### config.mk
export PLATFORM = sky130hd
export DESIGN_NAME = sobhf_window
export DESIGN_NICKNAME = d
export VERILOG_FILES = /design/src/hdl/sobhf_pkg.sv /design/src/hdl/sobhf_window.sv
export SDC_FILE = /design/constraint.sdc
export NUM_CORES = 1
export LEC_CHECK = 0
export ABC_AREA = 1
export ABC_CLOCK_PERIOD_IN_PS = 9500
export BUFFER_PORTS_ARGS = -buffer_cell sky130_fd_sc_hd__buf_2
export CAP_MARGIN = 15
export CORE_MARGIN = 2
export CORE_UTILIZATION = 60
export CTS_BUF_LIST = sky130_fd_sc_hd__clkbuf_8 sky130_fd_sc_hd__clkbuf_16
export DETAILED_ROUTE_END_ITERATION = 8
export PLACE_DENSITY_LB_ADDON = 0.3
export REMOVE_ABC_BUFFERS = 1
export SYNTH_ARGS = -nofsm -noshare
export SYNTH_HDL_FRONTEND = slang
export SYNTH_SLANG_ARGS = --single-unit
### constraint.sdc
create_clock -name clk_i -period 9.5 [get_ports clk_i]
set_input_delay 1.425 -clock clk_i [delete_from_list [all_inputs] [get_ports clk_i]]
set_output_delay 1.425 -clock clk_i [all_outputs]
set_load 0.03 [all_outputs]
### src/hdl/sobhf_pkg.sv
// ----------------------------------------------------------------------------
// sobhf_pkg
// Shared types, widths and helpers of the horizontal Sobel edge filter.
// ----------------------------------------------------------------------------
`default_nettype none

package sobhf_pkg;

  // Fixed field widths
  localparam int unsigned PIX_W     = 8;
  localparam int unsigned ROW_W     = 10;
  localparam int unsigned COL_W     = 10;
  localparam int unsigned CFG_W     = 11;
  localparam int unsigned CFG_IDX_W = 1;

  // Default frame limits and register reset value
  localparam int unsigned MAX_WIDTH_DEF  = 1024;
  localparam int unsigned MAX_HEIGHT_DEF = 1024;
  localparam int unsigned CFG_RESET      = 1024;

  typedef logic [PIX_W-1:0] pix_t;
  typedef logic [ROW_W-1:0] row_t;
  typedef logic [COL_W-1:0] col_t;
  typedef logic [CFG_W-1:0] cfg_t;

  // One pixel request as it enters the read stage
  typedef struct packed {
    pix_t pixel;
    row_t row;
    col_t col;
    logic first_row;   // row 0: line store data not used
    logic top_ok;      // row >= 2: older line is valid
    logic second_col;  // column 1: left neighbor replicated
    logic has_result;  // row >= 1 and column >= 1
    logic flush_col;   // last column of the row
    logic last_row;    // last row of the frame
  } item_t;

  // Line store write-back from the read stage
  typedef struct packed {
    logic we_new;
    logic we_old;
    pix_t d_new;
    pix_t d_old;
  } lwr_t;

  // Up to four results caused by one pixel, in output order
  typedef struct packed {
    logic [3:0][PIX_W-1:0] mag;
    row_t row;
    col_t col;
    logic flush_col;
    logic last_row;
  } bundle_t;

  // Last valid index of a frame dimension, register clamped to [2, maxv]
  function automatic int unsigned clamp_last(input cfg_t v, input int unsigned maxv);
    int unsigned val;
    val = int'(v);
    if (val < 2) begin
      return 1;
    end else if (val > maxv) begin
      return maxv - 1;
    end
    return val - 1;
  endfunction

endpackage

`default_nettype wire

### src/hdl/sobhf_window.sv
// ----------------------------------------------------------------------------
// sobhf_window
// Line store read stage: builds the 3x3 window, writes the line stores back
// and computes the gradient magnitudes of every result one pixel causes.
// ----------------------------------------------------------------------------
`default_nettype none

module sobhf_window #(
  parameter int unsigned AW = 10
) (
  input  logic               clk_i,
  input  logic               rst_ni,
  // pixel request from the front end
  input  logic               take_i,
  input  sobhf_pkg::item_t   item_i,
  input  logic [AW-1:0]      addr_i,
  output logic               ready_o,
  // line store data, read at take time
  input  sobhf_pkg::pix_t    rd_new_i,
  input  sobhf_pkg::pix_t    rd_old_i,
  // line store write-back
  output sobhf_pkg::lwr_t    wr_o,
  output logic [AW-1:0]      waddr_o,
  // result bundle
  output logic               bnd_valid_o,
  output sobhf_pkg::bundle_t bnd_o,
  input  logic               bnd_ready_i
);

  import sobhf_pkg::*;

  typedef struct packed {
    pix_t t;
    pix_t m;
    pix_t b;
  } wcol_t;

  logic          s1_valid_q, s1_valid_d;
  item_t         s1_item_q;
  logic [AW-1:0] s1_addr_q;
  wcol_t         col0_q, col1_q;   // two older window columns
  wcol_t         col_new;
  logic          adv;
  logic [9:0]    sn0, sn1, sn2, sl0, sl1, sl2;
  pix_t          mag_a, mag_b, mag_c, mag_d;

  // t + 2m + b
  function automatic logic [9:0] sum_norm(input wcol_t w);
    return {2'b00, w.t} + {1'b0, w.m, 1'b0} + {2'b00, w.b};
  endfunction

  // bottom row replicated: m + 3b
  function automatic logic [9:0] sum_low(input wcol_t w);
    return {2'b00, w.m} + {1'b0, w.b, 1'b0} + {2'b00, w.b};
  endfunction

  // |a - b| saturated to the pixel range
  function automatic pix_t abs_sat(input logic [9:0] a, input logic [9:0] b);
    logic [9:0] diff;
    diff = (a >= b) ? (a - b) : (b - a);
    return (diff > 10'(PIX_W'('1))) ? '1 : diff[PIX_W-1:0];
  endfunction

  // stage advances unless its results cannot be handed on
  assign adv         = s1_valid_q && (!s1_item_q.has_result || bnd_ready_i);
  assign ready_o     = !s1_valid_q || adv;
  assign bnd_valid_o = s1_valid_q && s1_item_q.has_result;

  always_comb begin
    s1_valid_d = s1_valid_q;
    if (take_i) begin
      s1_valid_d = 1'b1;
    end else if (adv) begin
      s1_valid_d = 1'b0;
    end
  end

  // new window column from the line stores and the current pixel
  always_comb begin
    col_new.b = s1_item_q.pixel;
    if (s1_item_q.first_row) begin
      col_new.m = s1_item_q.pixel;
      col_new.t = s1_item_q.pixel;
    end else begin
      col_new.m = rd_new_i;
      col_new.t = s1_item_q.top_ok ? rd_old_i : rd_new_i;
    end
  end

  // line store write-back; next access to this address is at least a row later
  always_comb begin
    wr_o.we_new = adv;
    wr_o.we_old = adv && !s1_item_q.first_row;
    wr_o.d_new  = s1_item_q.pixel;
    wr_o.d_old  = col_new.m;
  end
  assign waddr_o = s1_addr_q;

  // column sums of the shifted window
  assign sn0 = sum_norm(col0_q);
  assign sn1 = sum_norm(col1_q);
  assign sn2 = sum_norm(col_new);
  assign sl0 = sum_low(col0_q);
  assign sl1 = sum_low(col1_q);
  assign sl2 = sum_low(col_new);

  // left column replicated at column 1, right column replicated at row end
  assign mag_a = abs_sat(sn2, s1_item_q.second_col ? sn1 : sn0);
  assign mag_b = abs_sat(sn2, sn1);
  assign mag_c = abs_sat(sl2, s1_item_q.second_col ? sl1 : sl0);
  assign mag_d = abs_sat(sl2, sl1);

  // pack results in output order
  always_comb begin
    bnd_o.mag[0]    = mag_a;
    bnd_o.mag[1]    = s1_item_q.flush_col ? mag_b : mag_c;
    bnd_o.mag[2]    = mag_c;
    bnd_o.mag[3]    = mag_d;
    bnd_o.row       = s1_item_q.row;
    bnd_o.col       = s1_item_q.col;
    bnd_o.flush_col = s1_item_q.flush_col;
    bnd_o.last_row  = s1_item_q.last_row;
  end

  // control
  always_ff @(posedge clk_i or negedge rst_ni) begin
    if (!rst_ni) begin
      s1_valid_q <= 1'b0;
      col0_q     <= '0;
      col1_q     <= '0;
    end else begin
      s1_valid_q <= s1_valid_d;
      if (adv) begin
        col0_q <= col1_q;
        col1_q <= col_new;
      end
    end
  end

  // request payload
  always_ff @(posedge clk_i) begin
    if (take_i) begin
      s1_item_q <= item_i;
      s1_addr_q <= addr_i;
    end
  end

endmodule

`default_nettype wire

* Yosys cells after proc, flatten, opt, wreduce, memory -nomap -nowiden
Index checks and enable logic that the tools add are counted.
** Word-level totals
- Flip-flop bits (word level) :: 93
- Bits of input ports :: 64
- Output and inout port bits :: 84
- Word-level logic and storage cells :: 69
** Operators by class
- $add $sub $neg :: 20
- $lt $le $gt $ge :: 8
- Mux-type cells :: 15
- Reduce and logical (&&, ||, !) cells :: 9
** Operators with widths (count)
- subtractor 10 bit :: 8
- adder 10 x 8 -> 10 bit :: 6
- adder 8 x 9 -> 10 bit :: 6
- two-way mux 10 bit :: 6
- two-way mux 8 bit :: 6
- greater-or-equal comparator 10 bit :: 4
- > comparator 10 x 8 -> 1 bit, second input constant :: 4
- two-way mux 16 bit :: 1
- logical AND 1 bit :: 3
- zero test 1 bit :: 3
- logical OR 1 bit :: 2
- two-way mux 1 bit :: 2
- nonzero test 2 bit :: 1

* Longest topological paths before layout
- Depth after elaboration :: 9
- Gate-level depth with buffers :: 33
- Gate-level depth less buffers :: 32

* Worst setup path before layout
Ideal clock, no wire load.
- Path kind :: input-to-output
- From :: input port rd_new_i[0]
- To :: output port bnd_o[22] (netlist name)
- Arrival time :: 5.599 ns
- Required time :: 8.075 ns
- Slack :: 2.476 ns
- Cell stages on the path :: 28
- Buffers on the path :: 2
- Cell sequence :: inv_1 o21ai_0 inv_1 fa_1 inv_1 ha_1 fa_1 nand3_1 nand2_1 a21boi_2 xor2_1 ha_1 clkbuf_1 nand2_1 nor2_1 a21oi_1 o21ai_0 a41oi_1 nand2_1 nand2_1 nand2_1 buf_6 nand2_2 nand2_2 nand2_2 nand2_1 nand2_2 nand4_1
** RTL lines
- start: declaration :: RTL line sobhf_window.sv:19 : input sobhf_pkg::pix_t rd_new_i,
- end: declaration :: RTL line sobhf_window.sv:26 : output sobhf_pkg::bundle_t bnd_o,

==> impl_metrics.csv <==
group,metric,value,unit
status,outcome,"finished clean",
detailed_routing,wl,28.5,mm
layout,area_delta_synth_final,8.25,%
detailed_routing,antenna_left,0,
layout,layout_common_cells,"392 x nand2_1, 256 x inv_1, 147 x buf_2, 122 x ha_1, 101 x o21ai_0",
sta,finalSetupViolations,0,
critical_path,crit_required,8.08,ns
cts,cts_sinks,93,
logic_synthesis,synth_seq_cells,93,
placement,place_area,0.0117,mm^2
sta,fmax,127,MHz
cts,cts-resized-gates,0,
critical_path,cp.arrival,6.46,ns
sta,finalSetupTns,0,ns
detailed_routing,firstDrtPassIters,6,
critical_path,cp_max_fo,11,
cts,clk_pin_slew,0.08,ns
sta,timing.final.hold_violations,0,
layout,final_common_cell,"nand2_1",
placement,hpwl,23.6,mm
detailed_routing,drtIter0Drc,786,
cts,cts_root_buf,"clkbuf_16",
sta,rsz0062_at_grt,"false",
global_routing,grt_pass1_vias,9562,
logic_synthesis,netlist_area,0.0111,mm^2
global_routing,grt_pass1_wl,46.6,mm
die,die_x,140,um
logic_synthesis,yosysTopAreaCell,"ha_1",
sta,skew,0.0105,ns
critical_path,cp_slowest_stage_delay,0.54,ns
sta,fin_crit_sh,0.830,
global_routing,antenna_found_initial,0,
logic_synthesis,synthTopCellsByArea,"ha_1 14%, nand2_1 13%, edfxtp_1 12%, dfrtp_1 11%, fa_1 10%",
critical_path,startpoint_type,"input port",
critical_path,rr_startpoint,"s1_item_q[2]$_DFFE_PP_",
detailed_routing,viasPerCell,5.50,
detailed_routing,drc,0,
logic_synthesis,synthCells,1501,
sta,drv_slew,0,
layout,fin_cells,1825,
logic_synthesis,ys_seq_area_frac,0.230,
die,core.rowCount,49,
global_routing,grt_remaining_overflow,0,
logic_synthesis,synth_warnings,0,
critical_path,crit_top_cell,"nand2_1",
layout,n_antenna_cell,0,
die,ioPinCount,148,
sta,period_minus_slack,7.88,ns
detailed_routing,vias,10000,
cts,insertion_delay,0.35,ns
die,core_area,0.0180,mm^2
cts,postCtsSetupBuffers,0,
logic_synthesis,avgSynthCellArea,7.38,um^2
layout,drive_above_1_share,0.143,
die,dieArea,0.0196,mm^2
global_routing,grt_max_degree,65,
cts,cts_made_buffers,9,
worst_hold_path,worstHoldStart,"col0_q[18]$_DFFE_PN0P_",
placement,dp.cells,1809,
logic_synthesis,ys.flop_type,"dfrtp_1",
detailed_routing,routedWlPerCell,15.6,um
logic_synthesis,yosysTopAreaCellShare,0.138,
layout,nets,1833,
critical_path,critical_path_class,"input port to output pin",
sta,worstMarginPinSlew,0.956,ns
placement,gp_congestion,1.00,
logic_synthesis,synth-edff-count,44,
die,die_y,140,um
cts,cts_tree,"built",
run,drv_cap,0,
critical_path,critical_path.startpoint,"rd_new_i[0]",
sta,relSlewSlack,0.362,
logic_synthesis,synthArstFlopShare,0.527,
cts,htreeDepth,3,
logic_synthesis,yosys.cell_types.count,48,
placement,io_buffer_count,147,
worst_hold_path,min_path_type,"flip-flop to flip-flop",
layout,fin_util,0.665,
cts,cts_buffer_depth,2,
global_routing,globalRouteTotalUtil,0.295,
cts,ctsHoldBuffers,0,
critical_path,crit_path_top_delay_cell,"fa_1",
layout,design_area,0.0120,mm^2
die,start_util,0.615,
critical_path,end_kind,"output pin",
==> per-layer routing <==
layer  part of all wire  global-route usage
met5                  0                   0
met2               0.44               0.467
met4              0.025              0.0853
met3              0.089              0.0540
met1               0.44               0.417
==> logic make-up after synthesis <==
family,after synthesis,synth area share
AND/OR/NAND/NOR,601,0.236
multiplexers,1,0.000904
buffers and inverters,345,0.134
adder cells (fa/ha/maj),178,0.239
flip-flops,93,0.230
AO/OA/AOI/OAI,217,0.108
XOR/XNOR,66,0.0522
==> worst paths after layout <==
check,to,slack (ns),cells after the start
hold reg to reg,col0_q[18]$_DFFE_PN0P_,0.52,2
hold / removal,col0_q[18]$_DFFE_PN0P_,0.52,2
setup reg to reg,col0_q[16]$_DFFE_PN0P_,7.29,4
setup / recovery,bnd_o[22],1.62,29
min in group asynchronous,col1_q[7]$_DFFE_PN0P_,1.17,2
max in group asynchronous,col1_q[1]$_DFFE_PN0P_,7.86,2
==> state kept, by name, indices dropped and copies added, names as in the netlist <==
register,flops
s1_valid_q,1
wr_o,8
waddr_o,10
s1_item_q,4
col1_q,24
col0_q,24
bnd_o,22
==> through the flow <==
step / setup WS, ns / hold WS (ns)
6_report: 1.62 / 0.524
5_1_grt: 1.08 / 0.555
4_1_cts: 1.73 / 0.521
3_5_place_dp: 1.75 / 0.503
3_3_place_gp: 2.01 / 0.457
2_1_floorplan: 1.82 / 0.453
==> worst max-delay path, delay by kind of cell <==
kind | cells | cell delay [ns]
adders and majority gates | 4 | 1.58
xor gates and xnor gates | 1 | 0.27
AOI/OAI and AO/OA | 5 | 1.12
and+or+nand+nor | 12 | 1.26
buffers and inverters | 7 | 0.79
==> Yosys cell counts (42+ instances only) <==
cell type,number
a21oi_1,77
buf_4,42
dfrtp_1,49
edfxtp_1,44
fa_1,56
ha_1,122
inv_1,256
nand2_1,392
nand3_1,76
nor2_1,50
o21ai_0,101
xor2_1,54
==> area by class of cell <==
type | instances | area, um^2
clock inverter | 7 | 78.8
clock buffer | 9 | 225
sequential | 93 | 2550
multi-input combinational | 1063 | 7060
fill | 1586 | 6030
timing repair buffer | 151 | 766
tap | 229 | 287
inverter | 273 | 1030
Power is left out: the tool's default activity adds up to more than one toggle a clock period on the data nets, which glitch-free logic cannot reach.
