===== src/hdl/sobhf_pkg.sv =====
// ----------------------------------------------------------------------------
// sobhf_pkg
// Shared types, widths and helpers of the horizontal Sobel edge filter.
// ----------------------------------------------------------------------------
`default_nettype none

package sobhf_pkg;

  // Fixed field widths
  localparam int unsigned PIX_W     = 8;
  localparam int unsigned ROW_W     = 10;
  localparam int unsigned COL_W     = 10;
  localparam int unsigned CFG_W     = 11;
  localparam int unsigned CFG_IDX_W = 1;

  // Default frame limits and register reset value
  localparam int unsigned MAX_WIDTH_DEF  = 1024;
  localparam int unsigned MAX_HEIGHT_DEF = 1024;
  localparam int unsigned CFG_RESET      = 1024;

  typedef logic [PIX_W-1:0] pix_t;
  typedef logic [ROW_W-1:0] row_t;
  typedef logic [COL_W-1:0] col_t;
  typedef logic [CFG_W-1:0] cfg_t;

  // One pixel request as it enters the read stage
  typedef struct packed {
    pix_t pixel;
    row_t row;
    col_t col;
    logic first_row;   // row 0: line store data not used
    logic top_ok;      // row >= 2: older line is valid
    logic second_col;  // column 1: left neighbor replicated
    logic has_result;  // row >= 1 and column >= 1
    logic flush_col;   // last column of the row
    logic last_row;    // last row of the frame
  } item_t;

  // Line store write-back from the read stage
  typedef struct packed {
    logic we_new;
    logic we_old;
    pix_t d_new;
    pix_t d_old;
  } lwr_t;

  // Up to four results caused by one pixel, in output order
  typedef struct packed {
    logic [3:0][PIX_W-1:0] mag;
    row_t row;
    col_t col;
    logic flush_col;
    logic last_row;
  } bundle_t;

  // Last valid index of a frame dimension, register clamped to [2, maxv]
  function automatic int unsigned clamp_last(input cfg_t v, input int unsigned maxv);
    int unsigned val;
    val = int'(v);
    if (val < 2) begin
      return 1;
    end else if (val > maxv) begin
      return maxv - 1;
    end
    return val - 1;
  endfunction

endpackage

`default_nettype wire


===== src/hdl/sobhf_emit.sv =====
// ----------------------------------------------------------------------------
// sobhf_emit
// Output register: holds one result bundle and sends its results one per
// handshake, tagging row, column, run end and frame end.
// ----------------------------------------------------------------------------
`default_nettype none

module sobhf_emit (
  input  logic               clk_i,
  input  logic               rst_ni,
  input  logic               bnd_valid_i,
  input  sobhf_pkg::bundle_t bnd_i,
  output logic               bnd_ready_o,
  output logic               out_valid_o,
  input  logic               out_ready_i,
  output sobhf_pkg::row_t    out_row_o,
  output sobhf_pkg::col_t    out_col_o,
  output sobhf_pkg::pix_t    magnitude_o,
  output logic               last_of_run_o,
  output logic               end_of_frame_o
);

  import sobhf_pkg::*;

  typedef enum logic [1:0] {
    SLOT_PREV_ROW = 2'd0,  // result above-left of the pixel
    SLOT_SECOND   = 2'd1,  // row-end flush or last-row result
    SLOT_LAST_ROW = 2'd2,  // last-row result when both flushes apply
    SLOT_CORNER   = 2'd3   // bottom-right pixel of the frame
  } slot_e;

  logic    valid_q, valid_d;
  bundle_t bnd_q;
  slot_e   idx_q, idx_d, idx_last;
  logic    at_last;
  row_t    row_m1;
  col_t    col_m1;

  // slot of the last result in the held bundle
  always_comb begin
    if (bnd_q.flush_col && bnd_q.last_row) begin
      idx_last = SLOT_CORNER;
    end else if (bnd_q.flush_col || bnd_q.last_row) begin
      idx_last = SLOT_SECOND;
    end else begin
      idx_last = SLOT_PREV_ROW;
    end
  end

  assign at_last     = (idx_q == idx_last);
  assign bnd_ready_o = !valid_q || (out_ready_i && at_last);

  always_comb begin
    valid_d = valid_q;
    idx_d   = idx_q;
    if (bnd_ready_o) begin
      valid_d = bnd_valid_i;
      idx_d   = SLOT_PREV_ROW;
    end else if (out_ready_i) begin
      idx_d = slot_e'(idx_q + 2'd1);
    end
  end

  always_ff @(posedge clk_i or negedge rst_ni) begin
    if (!rst_ni) begin
      valid_q <= 1'b0;
      idx_q   <= SLOT_PREV_ROW;
    end else begin
      valid_q <= valid_d;
      idx_q   <= idx_d;
    end
  end

  always_ff @(posedge clk_i) begin
    if (bnd_ready_o && bnd_valid_i) begin
      bnd_q <= bnd_i;
    end
  end

  // coordinates of the current slot
  assign row_m1 = bnd_q.row - row_t'(1);
  assign col_m1 = bnd_q.col - col_t'(1);

  always_comb begin
    unique case (idx_q)
      SLOT_PREV_ROW: begin
        out_row_o = row_m1;
        out_col_o = col_m1;
      end
      SLOT_SECOND: begin
        out_row_o = bnd_q.flush_col ? row_m1 : bnd_q.row;
        out_col_o = bnd_q.flush_col ? bnd_q.col : col_m1;
      end
      SLOT_LAST_ROW: begin
        out_row_o = bnd_q.row;
        out_col_o = col_m1;
      end
      SLOT_CORNER: begin
        out_row_o = bnd_q.row;
        out_col_o = bnd_q.col;
      end
      default: begin
        out_row_o = bnd_q.row;
        out_col_o = bnd_q.col;
      end
    endcase
  end

  assign out_valid_o    = valid_q;
  assign magnitude_o    = bnd_q.mag[idx_q];
  assign last_of_run_o  = at_last;
  assign end_of_frame_o = (idx_q == SLOT_CORNER);

endmodule

`default_nettype wire


===== config.mk =====
export PLATFORM = sky130hd
export DESIGN_NAME = sobhf_emit
export DESIGN_NICKNAME = d
export VERILOG_FILES = /design/src/hdl/sobhf_pkg.sv /design/src/hdl/sobhf_emit.sv
export SDC_FILE = /design/constraint.sdc
export NUM_CORES = 1
export LEC_CHECK = 0
export BUFFER_PORTS_ARGS = -buffer_cell sky130_fd_sc_hd__buf_2
export CAP_MARGIN = 20
export CORE_UTILIZATION = 56
export CTS_BUF_LIST = sky130_fd_sc_hd__clkbuf_8
export CTS_CLUSTER_DIAMETER = 40
export DETAILED_ROUTE_END_ITERATION = 12
export PLACE_DENSITY = 0.88
export SLEW_MARGIN = 20
export SYNTH_ARGS = -nofsm -noshare
export SYNTH_HDL_FRONTEND = slang
export SYNTH_SLANG_ARGS = --single-unit
export TNS_END_PERCENT = 50

===== constraint.sdc =====
create_clock -name clk_i -period 11.17 [get_ports clk_i]
set_input_delay 0.5585 -clock clk_i [delete_from_list [all_inputs] [get_ports clk_i]]
set_output_delay 0.5585 -clock clk_i [all_outputs]
set_load 0.1 [all_outputs]

# [Yosys cells after proc, flatten, opt, wreduce, memory -nomap -nowiden]
# Cells that the tools add are included.
[classes] add_sub_neg=3 magnitude_cmp=1 n_eq_ne=4 mux=10 reduce_logical=10
[ops] op="$pmux W10 S3" n=2
[ops] op="$mux W10" n=2
[ops] op="$sub A10 B1 Y10 const B" n=2
[ops] op="$bmux W8 S2" n=1
[ops] op="$mux W8" n=1
[ops] op="$mux W2" n=3
[ops] op="$eq A2 B2 Y1 const B" n=2
[ops] op="$reduce_or A2 Y1" n=2
[ops] op="$logic_and A1 B1 Y1" n=3
[ops] op="$lt A2 B3 Y1 const B" n=1
[ops] op="$add A2 B1 Y2 const B" n=1
[ops] op="$eq A2 B1 Y1 const B" n=1
[ops] op="$eq A2 B2 Y1" n=1
[ops] op="$logic_not A2 Y1" n=1
[ops] op="$logic_or A1 B1 Y1" n=2
[ops] op="$reduce_bool A2 Y1" n=1
[ops] op="$logic_not A1 Y1" n=1
[ops] op="$mux W1" n=1
[word_totals] register_bits=57 out_inout_bits=32

# [Depth between registers and ports, before layout]
[depth] ltp_word=7 ltp_mapped=8 mapped_depth_nobuf=6

# [Least setup slack after synthesis]
# OpenSTA, ideal clock, no wires.
[synth_path] path_kind="register to register" start="register idx_q[0]" end="register bnd_q[0] in the netlist's numbering (enable)" setup_ns=0.471 arrival_time_ns=4.160 t_required_ns=10.699 setup_slack_ns=6.539 path_stages_with_launch=6 synth_period_minus_slack_ns=4.631 cell_sequence="dfrtp_1 > buf_6 > nand2_1 > o211ai_2 > a21boi_2 > nor2b_1"
[synth_via] elab_chain_cells=4
[synth_rtl] element="from (decl)" line="sobhf_emit.sv:34" text="slot_e idx_q, idx_d, idx_last;"
[synth_rtl] element="from (signal assigned)" line="sobhf_emit.sv:70" text="idx_q <= idx_d;"
[synth_rtl] element="$eq A2 B2 Y1" line="sobhf_emit.sv:50" text="assign at_last = (idx_q == idx_last);"
[synth_rtl] element="via last_of_run_o" line="sobhf_emit.sv:19" text="output logic last_of_run_o,"
[synth_rtl] element="$logic_and A1 B1 Y1" line="sobhf_emit.sv:51" text="assign bnd_ready_o = !valid_q || (out_ready_i && at_last);"
[synth_rtl] element="$logic_or A1 B1 Y1" line="sobhf_emit.sv:51"
[synth_rtl] element="$logic_and A1 B1 Y1" line="sobhf_emit.sv:75" text="if (bnd_ready_o && bnd_valid_i) begin"
[synth_rtl] element="to (signal assigned)" line="sobhf_emit.sv:76" text="bnd_q <= bnd_i;"
[synth_rtl] element="to (decl)" line="sobhf_emit.sv:33" text="bundle_t bnd_q;"
# The timed path passes the listed nets, and every way through them passes these cells.
# A chain may end at the register's enable or synchronous reset.

# [Worst setup path in the final report]
[layout_path] start="register idx_q[0]" end="output port out_row_o[9]"
[layout_via] elab_chain_cells=3 word_cells_on_any_way=6
[layout_rtl] element="$eq A2 B2 Y1" line="sobhf_emit.sv:85" text="unique case (idx_q)"
[layout_rtl] element="$reduce_or A2 Y1 (no line)"
[layout_rtl] element="$pmux W10 S3 (*)" line="sobhf_emit.sv:85"
[layout_rtl] element="to (decl)" line="sobhf_emit.sv:16" text="output sobhf_pkg::row_t out_row_o,"
# Mark *: on every way between the ends. The rest lies on a longest branch, timed or not.

==> metrics.yaml <==
worst_setup_path:
  slowest_delay_ns: 0.79
  crit_family: "compound AO/OA/AOI/OAI gates"
  crit_path_cell_trace: "inv_1, ha_1, a21oi_1, a31oi_1, o21ai_0, o31ai_1, buf_2"
  crit_buf_inv: 2
  crit_arrival_ns: 3.02
  critical_path_required_ns: 10.61
  worstSetupPathType: "flip-flop to primary output"
  startpoint_type: "flip-flop"
  worstSetupEndpointType: "primary output"
  path_max_fanout: 14
  slowest_stage: "dfrtp_1"
logic_synthesis:
  syn-cell-area_um2: 2649
  synth_seq_cells: 57
  yosysWarnings: 0
  synthAdderAreaFrac_pct: 2.834
  synth_flop_cell: "edfxtp_1"
  synth-seq-area-share_pct: 64.05
  synth_nets: 255
  synth_edf_count: 54
  synth_top_area_share_pct: 61.22
  syn-instance-count: 191
  synth_top_area_cell: "edfxtp_1"
  synth-xor-area-share_pct: 1.323
  synth_top_family_by_area: "simple AND/OR/NAND/NOR gates"
  synth.area.mux_share_pct: 7.983
  ys_types: 41
  syn_avg_cell_area_um2: 13.87
  synthSimpleGateAreaFrac_pct: 11.10
  synthArstFlopShare_pct: 5.263
  synth_compound_area_share_pct: 10.25
  ys_top_cells_by_area: "edfxtp_1 61%, mux4_2 6.8%, dfrtp_1 2.8%, ha_1 2.8%, o21ai_0 2.6%"
sta:
  fin_crit_sh_pct: 32.08
  tightest_slew_ns: 0.8772
  slew_headroom_pct: 41.52
  tns_ns: 0
  clock.fmax_mhz: 279.1
  slew_viol_final: 0
  worst_clock_skew_ns: 0.009335
  finalSetupViolations: 0
  layout_min_cycle_time_ns: 3.583
  finalHoldViolCount: 0
  rsz0062_at_grt: "false"
global_route:
  grt_usage_pct: 20.80
  first_global_vias: 1834
  grt_max_degree: 55
  grt_pass1_wl_um: 7824
  grt_overflow: 0
  antenna_found_initial: 0
final_layout:
  final_cell_mix: "89 x buf_2, 54 x edfxtp_1, 14 x nand2_1, 14 x o21ai_0"
  layoutNonFillerInstCount: 343
  final_util_pct: 73.96
  layout-drive-gt1-share_pct: 39.52
  mostFrequentLayoutCell: "buf_2"
  layout.nets: 351
  syn_to_final_growth_pct: 24.09
  antennaDiodeCount: 0
routing:
  drt_iter0_drc: 69
  firstDrtPassIters: 6
  top_layer: "met4"
  ant_nets: 0
  wl_met1_um: 1973
  drt-wirelength-per-cell_um: 14.03
  drcViolationCount: 0
  vias_per_cell: 5.475
  vias: 1878
  wl_met3_um: 345
  drt-total-wl_um: 4814
  wl_met2_um: 2442
place:
  port_buffers: 89
  dpl.hpwl_um: 3528
  dpl.cell_count: 328
  gp_congestion: 0.7829
die:
  core-area_um2: 4444
  num_io_pins: 90
  die-height_um: 70.78
  start_util_pct: 59.60
  die_area_um2: 5009
  die_w_um: 70.78
  row_count: 24
cts:
  clock_sink_count: 57
  clk_root_buffer_cell: "clkbuf_8"
  cts_buffer_depth: 2
  cts_buffers: 9
  post_cts_buffers: 0
  cts_resized: 0
  worstSkewPairLatency_ns: 0.32
  cts_tree: "yes"
  clk_pin_slew_ns: 0.06
  holdBufCountCts: 0
  htreeDepth: 3
min_path:
  hold_path.class: "input port to async pin"
job:
  max-cap-violations: 0
run_status:
  status: "completed"
per-layer routing:
metal,up-vias,GRT usage [%]
met4,0,6.000
met5,-,0
met1,885,23.18
met3,7,8.689
met2,64,36.65
li1,922,-
kinds of logic after synthesis:
group                      Yosys count
AOI/OAI and AO/OA                   44
xor gates and xnor gates             4
adders and majority gates            6
buffers and inverters               13
DFF                                 57
muxes                               11
and+or+nand+nor                     56
flip-flops by register name, summed over array words and instances (netlist names):
| signal | count |
|---|---|
| idx_q | 2 |
| out_valid_o | 1 |
| bnd_q | 54 |
final timing paths:
check	start	endpoint	slack, ns	cells past startpoint
setup / recovery	idx_q[0]	out_row_o[9]	7.59	7
hold / removal	rst_ni	idx_q[0]	0.02	1
setup reg to reg	idx_q[0]	bnd_q[6]	8.62	5
hold reg to reg	out_valid_o	idx_q[0]	0.51	1
max in group asynchronous	rst_ni	idx_q[1]	11.04	1
min in group clk_i	bnd_i[15]	bnd_q[15]	0.41	1
metrics by stage:
| stage | hold WS (ns) | worst slack [ns] | instance area (um2) |
|---|---|---|---|
| 4_1_cts | 0.006927 | 7.547 | 3287 |
| 3_5_place_dp | 0.3580 | 7.918 | 3139 |
| 6_report | 0.01571 | 7.587 | 3287 |
| 5_1_grt | 0.005150 | 7.272 | 3287 |
| 3_3_place_gp | 0.3552 | 8.052 | 3139 |
| 2_1_floorplan | 0.2629 | 6.539 | 2649 |
worst register-to-register path: cells and delay by family, from the launching register on:
kind            cells  cell delay, ns
compound gates      2            0.24
buf+inv             1            0.55
flops               1            0.63
simple gates        2            0.74
cells in the mapped netlist, drive strengths merged (2+ instances only):
cell and n:
edfxtp 54, o21ai 17, nand2 14, nor2 12, a21oi 10, inv 8
mux4 8, a31oi 6, ha 6, nor3 6, nand2b 5, nor2b 5
and2 4, buf 4, dfrtp 3, o22ai 3, xnor2 3, mux2i 2
nand3 2, nor4 2, o31ai 2
area by class of cell:
type	count	area (um2)
Sequential cell	57	1697
Fill cell	293	1157
Multi-Input combinational cell	121	894.6
Timing Repair Buffer	90	452.9
Clock buffer	9	123.9
Tap cell	52	65.06
Inverter	8	30.03
Clock inverter	6	23.77
Power is left out: the tool's default activity adds up to more than one toggle a clock period on the data nets, which glitch-free logic cannot reach.
